## config.mk

```make
export PLATFORM = sky130hd
export DESIGN_NAME = steering_pd_position_loop
export DESIGN_NICKNAME = d
export VERILOG_FILES = /design/src/hw/rtl/spdl_pkg.sv /design/src/hw/rtl/steering_pd_position_loop.sv /design/src/hw/rtl/spdl_mac.sv
export SDC_FILE = /design/constraint.sdc
export NUM_CORES = 2
export LEC_CHECK = 0
export ABC_AREA = 0
export BUFFER_PORTS_ARGS = -buffer_cell sky130_fd_sc_hd__buf_2
export CELL_PAD_IN_SITES_DETAIL_PLACEMENT = 1
export CELL_PAD_IN_SITES_GLOBAL_PLACEMENT = 1
export CORE_MARGIN = 4
export CORE_UTILIZATION = 50
export DETAILED_ROUTE_END_ITERATION = 8
export PLACE_DENSITY_LB_ADDON = 0.05
export SLEW_MARGIN = 25
export SYNTH_ARGS = -nofsm -noshare
export SYNTH_HDL_FRONTEND = slang
export SYNTH_SLANG_ARGS = --single-unit
export TNS_END_PERCENT = 10
```

## constraint.sdc

```tcl
create_clock -name clk -period 11.2 [get_ports clk]
set_clock_uncertainty 0.1 [all_clocks]
set_input_delay 0 -clock clk [delete_from_list [all_inputs] [get_ports clk]]
set_output_delay 0 -clock clk [all_outputs]
set_load 0.01 [all_outputs]
```

## src/hw/rtl/spdl_pkg.sv

```systemverilog
// ----------------------------------------------------------------------------
// spdl_pkg
// Shared types and constants for the steering PD position loop.
// ----------------------------------------------------------------------------
`default_nettype none

package spdl_pkg;

  // fixed number formats
  localparam int ENCODER_BITS = 12;
  localparam int FRAC_BITS    = 8;

  // parameter defaults
  localparam int MAX_ANGLE_Q8_DEF       = 7680;
  localparam int DUTY_MIN_EFFECTIVE_DEF = 300;

  // field widths
  localparam int OFF_W   = ENCODER_BITS + 1;
  localparam int ANG_W   = 16;
  localparam int ERR_W   = 17;
  localparam int DIF_W   = 18;
  localparam int GAIN_W  = 16;
  localparam int DB_W    = 12;
  localparam int DUTY_W  = 14;

  // shared multiply-accumulate unit
  localparam int MUL_A_W = DIF_W;
  localparam int MUL_B_W = GAIN_W + 1;
  localparam int PROD_W  = MUL_A_W + MUL_B_W;
  localparam int ACC_W   = PROD_W + FRAC_BITS;

  // configuration port
  localparam int CFG_IDX_W  = 8;
  localparam int CFG_DATA_W = 16;

  localparam logic [CFG_IDX_W-1:0] CFG_HOME_POSITION  = 8'd0;
  localparam logic [CFG_IDX_W-1:0] CFG_LEFT_SCALE     = 8'd1;
  localparam logic [CFG_IDX_W-1:0] CFG_RIGHT_SCALE    = 8'd2;
  localparam logic [CFG_IDX_W-1:0] CFG_PROP_GAIN      = 8'd3;
  localparam logic [CFG_IDX_W-1:0] CFG_DERIV_GAIN     = 8'd4;
  localparam logic [CFG_IDX_W-1:0] CFG_GYRO_GAIN      = 8'd5;
  localparam logic [CFG_IDX_W-1:0] CFG_ERROR_DEADBAND = 8'd6;
  localparam logic [CFG_IDX_W-1:0] CFG_DUTY_MAX       = 8'd7;

  typedef enum logic [3:0] {
    ST_IDLE,
    ST_OFFSET,
    ST_ANGLE,
    ST_ERROR,
    ST_PROP,
    ST_DERIV,
    ST_GYRO,
    ST_SUM,
    ST_ABS,
    ST_LIMIT
  } state_t;

  typedef enum logic [1:0] {
    ACC_HOLD,
    ACC_LOAD,
    ACC_ADD,
    ACC_ADD_SHL
  } acc_sel_t;

  typedef struct packed {
    logic     mul_en;
    acc_sel_t acc_sel;
  } mac_op_t;

endpackage

`default_nettype wire

```

## src/hw/rtl/steering_pd_position_loop.sv

```systemverilog
// ----------------------------------------------------------------------------
// steering_pd_position_loop
// PD steering position loop with gyro feedforward, Q8.8 fixed point.
// ----------------------------------------------------------------------------
// One transaction in gives one result: the wrapped encoder offset, the measured
// angle, the clamped target error, and a direction/duty pair from the PD term
// plus gyro feedforward, zeroed inside the deadband, limited to duty_max and
// raised to the minimum effective duty. From accept, each item passes through
// nine sequencer steps (OFFSET to LIMIT) to its result; a single shared
// multiplier-accumulator handles the angle scaling and the three drive terms
// in turn, and in_stall stays high until the result is loaded into the output
// register. That register frees the sequencer as soon as the result is
// written, so a stalled result only delays the next item when it is still
// held when the following one finishes. Configuration writes are taken at any
// time (cfg_ready is always high) but should only be issued while idle.
// ----------------------------------------------------------------------------
`default_nettype none

module steering_pd_position_loop
  import spdl_pkg::*;
#(
  parameter int MAX_ANGLE_Q8       = MAX_ANGLE_Q8_DEF,
  parameter int DUTY_MIN_EFFECTIVE = DUTY_MIN_EFFECTIVE_DEF
) (
  input  logic                         clk,
  input  logic                         rst_n,

  input  logic                         in_valid,
  output logic                         in_stall,
  input  logic [ENCODER_BITS-1:0]      in_encoder_raw,
  input  logic signed [15:0]           in_gyro_rate,
  input  logic signed [ANG_W-1:0]      in_target_angle,

  output logic                         out_valid,
  input  logic                         out_stall,
  output logic                         out_direction,
  output logic [DUTY_W-1:0]            out_duty,
  output logic signed [ANG_W-1:0]      out_current_angle,
  output logic signed [ERR_W-1:0]      out_angle_error,
  output logic signed [OFF_W-1:0]      out_home_offset,

  input  logic                         cfg_valid,
  output logic                         cfg_ready,
  input  logic [CFG_IDX_W-1:0]         cfg_index,
  input  logic [CFG_DATA_W-1:0]        cfg_data
);

  localparam logic signed [ANG_W-1:0] MAX_A = ANG_W'(MAX_ANGLE_Q8);
  localparam logic signed [ANG_W-1:0] MIN_A = -MAX_A;
  localparam logic [DUTY_W-1:0]       DMIN  = DUTY_W'(DUTY_MIN_EFFECTIVE);
  localparam logic [ACC_W-1:0]        DMIN_FULL =
    ACC_W'(DUTY_MIN_EFFECTIVE) << (2 * FRAC_BITS);
  localparam logic signed [ENCODER_BITS+1:0] FULL_S =
    (ENCODER_BITS+2)'(1) << ENCODER_BITS;
  localparam logic signed [ENCODER_BITS+1:0] HALF_S =
    (ENCODER_BITS+2)'(1) << (ENCODER_BITS - 1);
  localparam logic signed [ANG_W-1:0] ANG_POS_MAX = {1'b0, {(ANG_W-1){1'b1}}};
  localparam logic signed [ANG_W-1:0] ANG_NEG_MAX = {1'b1, {(ANG_W-1){1'b0}}};
  localparam int MAG_W = PROD_W - FRAC_BITS;

  // configuration
  logic [ENCODER_BITS-1:0] home_r;
  logic [GAIN_W-1:0]       lscale_r, rscale_r, pgain_r, dgain_r;
  logic signed [GAIN_W-1:0] ggain_r;
  logic [DB_W-1:0]         db_r;
  logic [DUTY_W-1:0]       dmax_r;

  // sequencer and kept state
  state_t                  state_r, state_nxt;
  logic signed [DIF_W-1:0] prev_r, prev_nxt;
  logic                    out_valid_r, out_valid_nxt;

  // working registers
  logic [ENCODER_BITS-1:0] raw_r;
  logic signed [15:0]      gyro_r;
  logic signed [ANG_W-1:0] tgt_r, tgt_nxt;
  logic signed [OFF_W-1:0] d_r;
  logic signed [ANG_W-1:0] cur_r;
  logic signed [ERR_W-1:0] err_r;
  logic signed [DIF_W-1:0] dif_r;
  logic                    in_db_r;
  logic                    dir_r;
  logic [ACC_W-1:0]        mag_r;

  // output register payload
  logic                    o_dir_r;
  logic [DUTY_W-1:0]       o_duty_r;
  logic signed [ANG_W-1:0] o_cur_r;
  logic signed [ERR_W-1:0] o_err_r;
  logic signed [OFF_W-1:0] o_off_r;

  // datapath
  logic                    in_acc, out_write;
  mac_op_t                 mac_op;
  logic signed [MUL_A_W-1:0] mul_a;
  logic signed [MUL_B_W-1:0] mul_b;
  logic signed [PROD_W-1:0]  prod;
  logic signed [ACC_W-1:0]   acc;

  logic signed [ENCODER_BITS+1:0] diff_w, wrap_w;
  logic signed [OFF_W-1:0]  ad_w;
  logic [MAG_W-1:0]         amag_w, aneg_w;
  logic signed [ANG_W-1:0]  cur_w;
  logic signed [ERR_W-1:0]  err_w;
  logic signed [DIF_W-1:0]  err_ext, err_abs;
  logic [ACC_W-1:0]         dmax_full;
  logic                     dir_w;
  logic [DUTY_W-1:0]        duty_w;

  assign in_acc    = in_valid && !in_stall;
  assign in_stall  = (state_r != ST_IDLE);
  assign cfg_ready = 1'b1;

  spdl_mac u_mac (
    .clk   (clk),
    .op    (mac_op),
    .mul_a (mul_a),
    .mul_b (mul_b),
    .prod  (prod),
    .acc   (acc)
  );

  // target clamp at accept
  always_comb begin
    priority if (in_target_angle > MAX_A) tgt_nxt = MAX_A;
    else if (in_target_angle < MIN_A)     tgt_nxt = MIN_A;
    else                                  tgt_nxt = in_target_angle;
  end

  // offset wrap by half a turn
  always_comb begin
    diff_w = signed'({2'b00, raw_r}) - signed'({2'b00, home_r});
    priority if (diff_w > HALF_S) wrap_w = diff_w - FULL_S;
    else if (diff_w < -HALF_S)    wrap_w = diff_w + FULL_S;
    else                          wrap_w = diff_w;
  end

  // angle from scaled magnitude, then error
  always_comb begin
    ad_w   = d_r[OFF_W-1] ? -d_r : d_r;
    amag_w = prod[PROD_W-1:FRAC_BITS];
    aneg_w = '0 - amag_w;
    if (!d_r[OFF_W-1]) begin
      cur_w = (amag_w > MAG_W'(32768)) ? ANG_NEG_MAX : signed'(aneg_w[ANG_W-1:0]);
    end else begin
      cur_w = (amag_w > MAG_W'(32767)) ? ANG_POS_MAX : signed'(amag_w[ANG_W-1:0]);
    end
    err_w   = {cur_w[ANG_W-1], cur_w};
    err_w   = {tgt_r[ANG_W-1], tgt_r} - err_w;
    err_ext = {err_r[ERR_W-1], err_r};
    err_abs = err_ext[DIF_W-1] ? -err_ext : err_ext;
  end

  // duty limits
  always_comb begin
    dmax_full = ACC_W'(dmax_r) << (2 * FRAC_BITS);
    dir_w     = dir_r;
    if (in_db_r) begin
      dir_w  = 1'b0;
      duty_w = '0;
    end else if (mag_r > dmax_full) begin
      duty_w = (dmax_r < DMIN) ? DMIN : dmax_r;
    end else if (mag_r < DMIN_FULL) begin
      duty_w = DMIN;
    end else begin
      duty_w = mag_r[2*FRAC_BITS+DUTY_W-1:2*FRAC_BITS];
    end
  end

  // sequencer
  always_comb begin
    state_nxt      = state_r;
    mac_op.mul_en  = 1'b0;
    mac_op.acc_sel = ACC_HOLD;
    mul_a          = {{(MUL_A_W-ERR_W){err_r[ERR_W-1]}}, err_r};
    mul_b          = {1'b0, pgain_r};
    out_write      = 1'b0;
    prev_nxt       = prev_r;
    unique case (state_r)
      ST_IDLE: begin
        if (in_acc) state_nxt = ST_OFFSET;
      end
      ST_OFFSET: state_nxt = ST_ANGLE;
      ST_ANGLE: begin
        mac_op.mul_en = 1'b1;
        mul_a = {{(MUL_A_W-OFF_W){1'b0}}, ad_w};
        mul_b = {1'b0, d_r[OFF_W-1] ? rscale_r : lscale_r};
        state_nxt = ST_ERROR;
      end
      ST_ERROR: state_nxt = ST_PROP;
      ST_PROP: begin
        mac_op.mul_en = 1'b1;
        prev_nxt  = err_ext;
        state_nxt = ST_DERIV;
      end
      ST_DERIV: begin
        mac_op.mul_en  = 1'b1;
        mac_op.acc_sel = ACC_LOAD;
        mul_a = dif_r;
        mul_b = {1'b0, dgain_r};
        state_nxt = ST_GYRO;
      end
      ST_GYRO: begin
        mac_op.mul_en  = 1'b1;
        mac_op.acc_sel = ACC_ADD;
        mul_a = {{(MUL_A_W-16){gyro_r[15]}}, gyro_r};
        mul_b = {ggain_r[GAIN_W-1], ggain_r};
        state_nxt = ST_SUM;
      end
      ST_SUM: begin
        mac_op.acc_sel = ACC_ADD_SHL;
        state_nxt = ST_ABS;
      end
      ST_ABS: state_nxt = ST_LIMIT;
      ST_LIMIT: begin
        if (!out_valid_r || !out_stall) begin
          out_write = 1'b1;
          state_nxt = ST_IDLE;
        end
      end
      default: state_nxt = ST_IDLE;
    endcase
  end

  always_comb begin
    out_valid_nxt = out_valid_r;
    if (out_write)       out_valid_nxt = 1'b1;
    else if (!out_stall) out_valid_nxt = 1'b0;
  end

  // control and configuration registers
  always_ff @(posedge clk) begin
    if (!rst_n) begin
      state_r     <= ST_IDLE;
      out_valid_r <= 1'b0;
      prev_r      <= '0;
      home_r      <= ENCODER_BITS'(710);
      lscale_r    <= GAIN_W'(2054);
      rscale_r    <= GAIN_W'(1710);
      pgain_r     <= GAIN_W'(2560);
      dgain_r     <= GAIN_W'(256);
      ggain_r     <= '0;
      db_r        <= DB_W'(128);
      dmax_r      <= DUTY_W'(5000);
    end else begin
      state_r     <= state_nxt;
      out_valid_r <= out_valid_nxt;
      prev_r      <= prev_nxt;
      if (cfg_valid && cfg_ready) begin
        unique case (cfg_index)
          CFG_HOME_POSITION:  home_r   <= cfg_data[ENCODER_BITS-1:0];
          CFG_LEFT_SCALE:     lscale_r <= cfg_data[GAIN_W-1:0];
          CFG_RIGHT_SCALE:    rscale_r <= cfg_data[GAIN_W-1:0];
          CFG_PROP_GAIN:      pgain_r  <= cfg_data[GAIN_W-1:0];
          CFG_DERIV_GAIN:     dgain_r  <= cfg_data[GAIN_W-1:0];
          CFG_GYRO_GAIN:      ggain_r  <= signed'(cfg_data[GAIN_W-1:0]);
          CFG_ERROR_DEADBAND: db_r     <= cfg_data[DB_W-1:0];
          CFG_DUTY_MAX:       dmax_r   <= cfg_data[DUTY_W-1:0];
          default: ;
        endcase
      end
    end
  end

  // payload registers
  always_ff @(posedge clk) begin
    if (in_acc) begin
      raw_r  <= in_encoder_raw;
      gyro_r <= in_gyro_rate;
      tgt_r  <= tgt_nxt;
    end
    if (state_r == ST_OFFSET) d_r <= wrap_w[OFF_W-1:0];
    if (state_r == ST_ERROR) begin
      cur_r <= cur_w;
      err_r <= err_w;
    end
    if (state_r == ST_PROP) begin
      dif_r   <= err_ext - prev_r;
      in_db_r <= (err_abs <= signed'({{(DIF_W-DB_W){1'b0}}, db_r}));
    end
    if (state_r == ST_ABS) begin
      dir_r <= acc[ACC_W-1];
      mag_r <= acc[ACC_W-1] ? ACC_W'(-acc) : ACC_W'(acc);
    end
    if (out_write) begin
      o_dir_r  <= dir_w;
      o_duty_r <= duty_w;
      o_cur_r  <= cur_r;
      o_err_r  <= err_r;
      o_off_r  <= d_r;
    end
  end

  assign out_valid         = out_valid_r;
  assign out_direction     = o_dir_r;
  assign out_duty          = o_duty_r;
  assign out_current_angle = o_cur_r;
  assign out_angle_error   = o_err_r;
  assign out_home_offset   = o_off_r;

endmodule

`default_nettype wire

```

## src/hw/rtl/spdl_mac.sv

```systemverilog
// ----------------------------------------------------------------------------
// spdl_mac
// Shared signed multiplier with registered product and a wide accumulator.
// ----------------------------------------------------------------------------
`default_nettype none

module spdl_mac
  import spdl_pkg::*;
(
  input  logic                      clk,
  input  mac_op_t                   op,
  input  logic signed [MUL_A_W-1:0] mul_a,
  input  logic signed [MUL_B_W-1:0] mul_b,
  output logic signed [PROD_W-1:0]  prod,
  output logic signed [ACC_W-1:0]   acc
);

  logic signed [PROD_W-1:0] prod_r, prod_nxt;
  logic signed [ACC_W-1:0]  acc_r, acc_nxt;
  logic signed [ACC_W-1:0]  prod_ext;

  assign prod_ext = {{(ACC_W-PROD_W){prod_r[PROD_W-1]}}, prod_r};

  always_comb begin
    prod_nxt = op.mul_en ? mul_a * mul_b : prod_r;
    unique case (op.acc_sel)
      ACC_HOLD:    acc_nxt = acc_r;
      ACC_LOAD:    acc_nxt = prod_ext;
      ACC_ADD:     acc_nxt = acc_r + prod_ext;
      ACC_ADD_SHL: acc_nxt = acc_r + (prod_ext <<< FRAC_BITS);
      default:     acc_nxt = acc_r;
    endcase
  end

  always_ff @(posedge clk) begin
    prod_r <= prod_nxt;
    acc_r  <= acc_nxt;
  end

  assign prod = prod_r;
  assign acc  = acc_r;

endmodule

`default_nettype wire

```

==> results_dict.tcl <==
set metrics [dict create \
    final_max_slew_viol_count 0 \
    power_frac_comb 0.414 \
    hpwl_um 94200 \
    fmax_mhz 107 \
    die-width_um 276 \
    hold_path_depth 2 \
    seqPwrFrac 0.321 \
    hold_viol_final 0 \
    nets 4601 \
    first_iter_violations 2228 \
    avgSynthCellArea_um2 9.49 \
    synth-seq-area-share 0.323 \
    maxCapViolCount 0 \
    power.density_mw_per_mm2 154 \
    grt_pass1_vias 32000 \
    tns_ns 0 \
    fin_crit_ns 9.33 \
    synth_edf_count 292 \
    root_buffer "clkbuf_16" \
    drt_drc_violations_left 0 \
    worstSetupStartpointType "register" \
    reg2regPathDepth 31 \
    status "complete, no violations" \
    arrival_ns 9.58 \
    dpl_cell_area_mm2 0.0376 \
    drive_gt1_frac 0.0805 \
    final_area_mm2 0.0402 \
    grt_pass1_wl_um 191000 \
    vias 29400 \
    slew_headroom 0.261 \
    synth_flop_cell "edfxtp_1" \
    ir_worst_vdd_v 0.000113 \
    syn2layout_area_growth_pct 12.4 \
    synth_nets 4403 \
    critPathMaxStageDelay_ns 0.68 \
    fillers 7972 \
    wl_um 124000 \
    clock_power_share 0.265 \
    overflow 0 \
    end_kind "register" \
    yosysWarnings 0 \
    cts_sinks 432 \
    setup_violations 0 \
    finalWeightedCongestion 0.925 \
    cts_tree "yes" \
    hp-class "in -> reg" \
    grt_start_max_net_pins 82 \
    ys_ff_latch 432 \
    critical_path_class "reg -> reg" \
    power_leakage_nw 17.3 \
    rsz0062_at_grt "no" \
    wire_per_inst_um 25.0 \
    synth_async_sr_flop_share 0 \
    dr.pass1.iters 6 \
    switching_share 0.391 \
    power.internal_mw 3.78 \
    cts_setup_buffers 0 \
    clk_pin_slew_ns 0.06 \
    viasPerCell 5.94 \
    grt_use_total 0.329 \
    portBuffers 135 \
    htreeDepth 2 \
    worst_slew_pin_slew_ns 1.10 \
    p_sw_mw 2.42 \
    grt_antenna_before_repair 2 \
    critical_path_required_ns 11.45 \
    worstPathMaxFanout 8 \
    crit_path_top_delay_cell "o21ai_1" \
    final_common_cell "inv_1" \
    die_y_um 276 \
    syn_area_mm2 0.0358 \
    hold_slack_ns 0.0293 \
    rows 97 \
    ys_types 88 \
    p_total_mw 6.20 \
    core_mm2 0.0705 \
    cts-buffers-inserted 50 \
    start_util 0.508 \
    clkLatencyLatePin_ns 0.64 \
    period_share 0.833 \
    io_pins 137 \
    ant_nets 0 \
    cts_buffer_depth 3 \
    mostFrequentLayoutCells "505 x inv_1, 486 x nand2_1, 320 x nor2_1, 316 x fa_1, 292 x edfxtp_1" \
    die_area_mm2 0.0759 \
    synthesis.instances 3771 \
]
metrics by stage:
stage	std cells	worst slack, ns	util
3_3_place_gp	4756	2.33	0.533
4_1_cts	4950	2.00	0.570
6_report	4952	1.87	0.570
5_1_grt	4951	1.42	0.570
3_5_place_dp	4758	2.11	0.533
2_1_floorplan	3771	3.36	-
layout make-up:
type	instances	area (um^2)	share of cell area
diodes	1	2.50	0.0000622
repair buffers	282	2030	0.0504
well taps	940	1180	0.0292
flip-flops and latches	432	11600	0.288
inverters	507	1900	0.0473
multi-input cells	2696	21900	0.545
clock inverters	29	244	0.00607
clock buffers	65	1390	0.0345
sequential cells by signal, summed over array words and instances (netlist names), 12 cells and up:
name,flops
mag_r,43
db_r,12
prev_r,17
raw_r,12
tgt_r,16
cur_r,16
home_r,12
out_home_offset,13
pgain_r,16
out_duty,14
lscale_r,16
u_mac.acc,43
out_angle_error,17
err_r,17
dif_r,18
ggain_r,16
out_current_angle,16
u_mac.prod,35
gyro_r,16
dmax_r,14
rscale_r,16
d_r,13
dgain_r,16
cell usage after synthesis (20+ instances only):
master	n	share of area
a21oi_1	142	0.020
o21a_1	34	0.0071
fa_1	316	0.18
a21o_1	67	0.014
nand2b_1	39	0.0068
o31ai_1	32	0.0067
a21boi_0	103	0.022
o211ai_1	22	0.0046
edfxtp_1	292	0.24
nand2_1	486	0.051
nor2_1	323	0.034
xnor2_1	139	0.034
mux2i_1	51	0.014
nor3_1	38	0.0053
xor2_1	50	0.012
inv_1	506	0.053
a22oi_1	21	0.0044
o21ai_0	151	0.021
nor4_1	20	0.0035
dfxtp_1	140	0.078
ha_1	243	0.085
nor2b_1	60	0.010
nand3_1	55	0.0077
a221oi_1	44	0.011
clkbuf_1	125	0.013
nand4_1	21	0.0037
path summary, 6_finish.rpt:
| path | start | end | slack, ns |
|---|---|---|---|
| worst min-delay path | in_gyro_rate[10] | gyro_r[10] | 0.03 |
| worst min register to register | cur_r[0] | out_current_angle[0] | 0.32 |
| worst max register to register | d_r[4] | u_mac.prod[33] | 1.87 |
| worst max-delay path | d_r[4] | u_mac.prod[33] | 1.87 |
metal layers:
layer	vias up	GRT usage	wire (um)
li1	13100	-	-
met1	15200	0.432	51900
met2	920	0.565	60000
met3	214	0.0426	6970
met4	2	0.114	4830
met5	-	0	14
logic make-up after synthesis:
logic type,after synthesis,share of synthesized area
buffers and inverters,643,0.0678
AO/OA/AOI/OAI,742,0.141
multiplexers,52,0.0146
other,1,0.000105
adder cells (fa/ha/maj),559,0.262
flip-flops,432,0.323
XOR/XNOR,189,0.0463
AND/OR/NAND/NOR,1153,0.146
power groups by stage:
stage	Combinational (mW)	Clock [mW]	Sequential [mW]
after CTS	2.56	1.65	1.98
after detailed placement	2.51	0	2.02
after global placement	2.39	0	2.01
after floorplan	1.84	0	1.94
after global routing	2.87	1.73	1.99
final	2.57	1.64	1.99
repair_timing:
action                    CTS  global route
hold buffers               98             0
hold endpoints to repair  186             0
resized for setup           0             0
critical path, delay by kind of cell, from the launching register on:
family                     cells  cell delay, ns
adders and majority gates      7            3.46
xor gates and xnor gates       2            0.64
DFF                            1            0.46
and+or+nand+nor                4            0.88
buffers and inverters          6            0.31
AOI/OAI and AO/OA             12            3.16
Note: power is estimated with default switching activity, not from simulation.
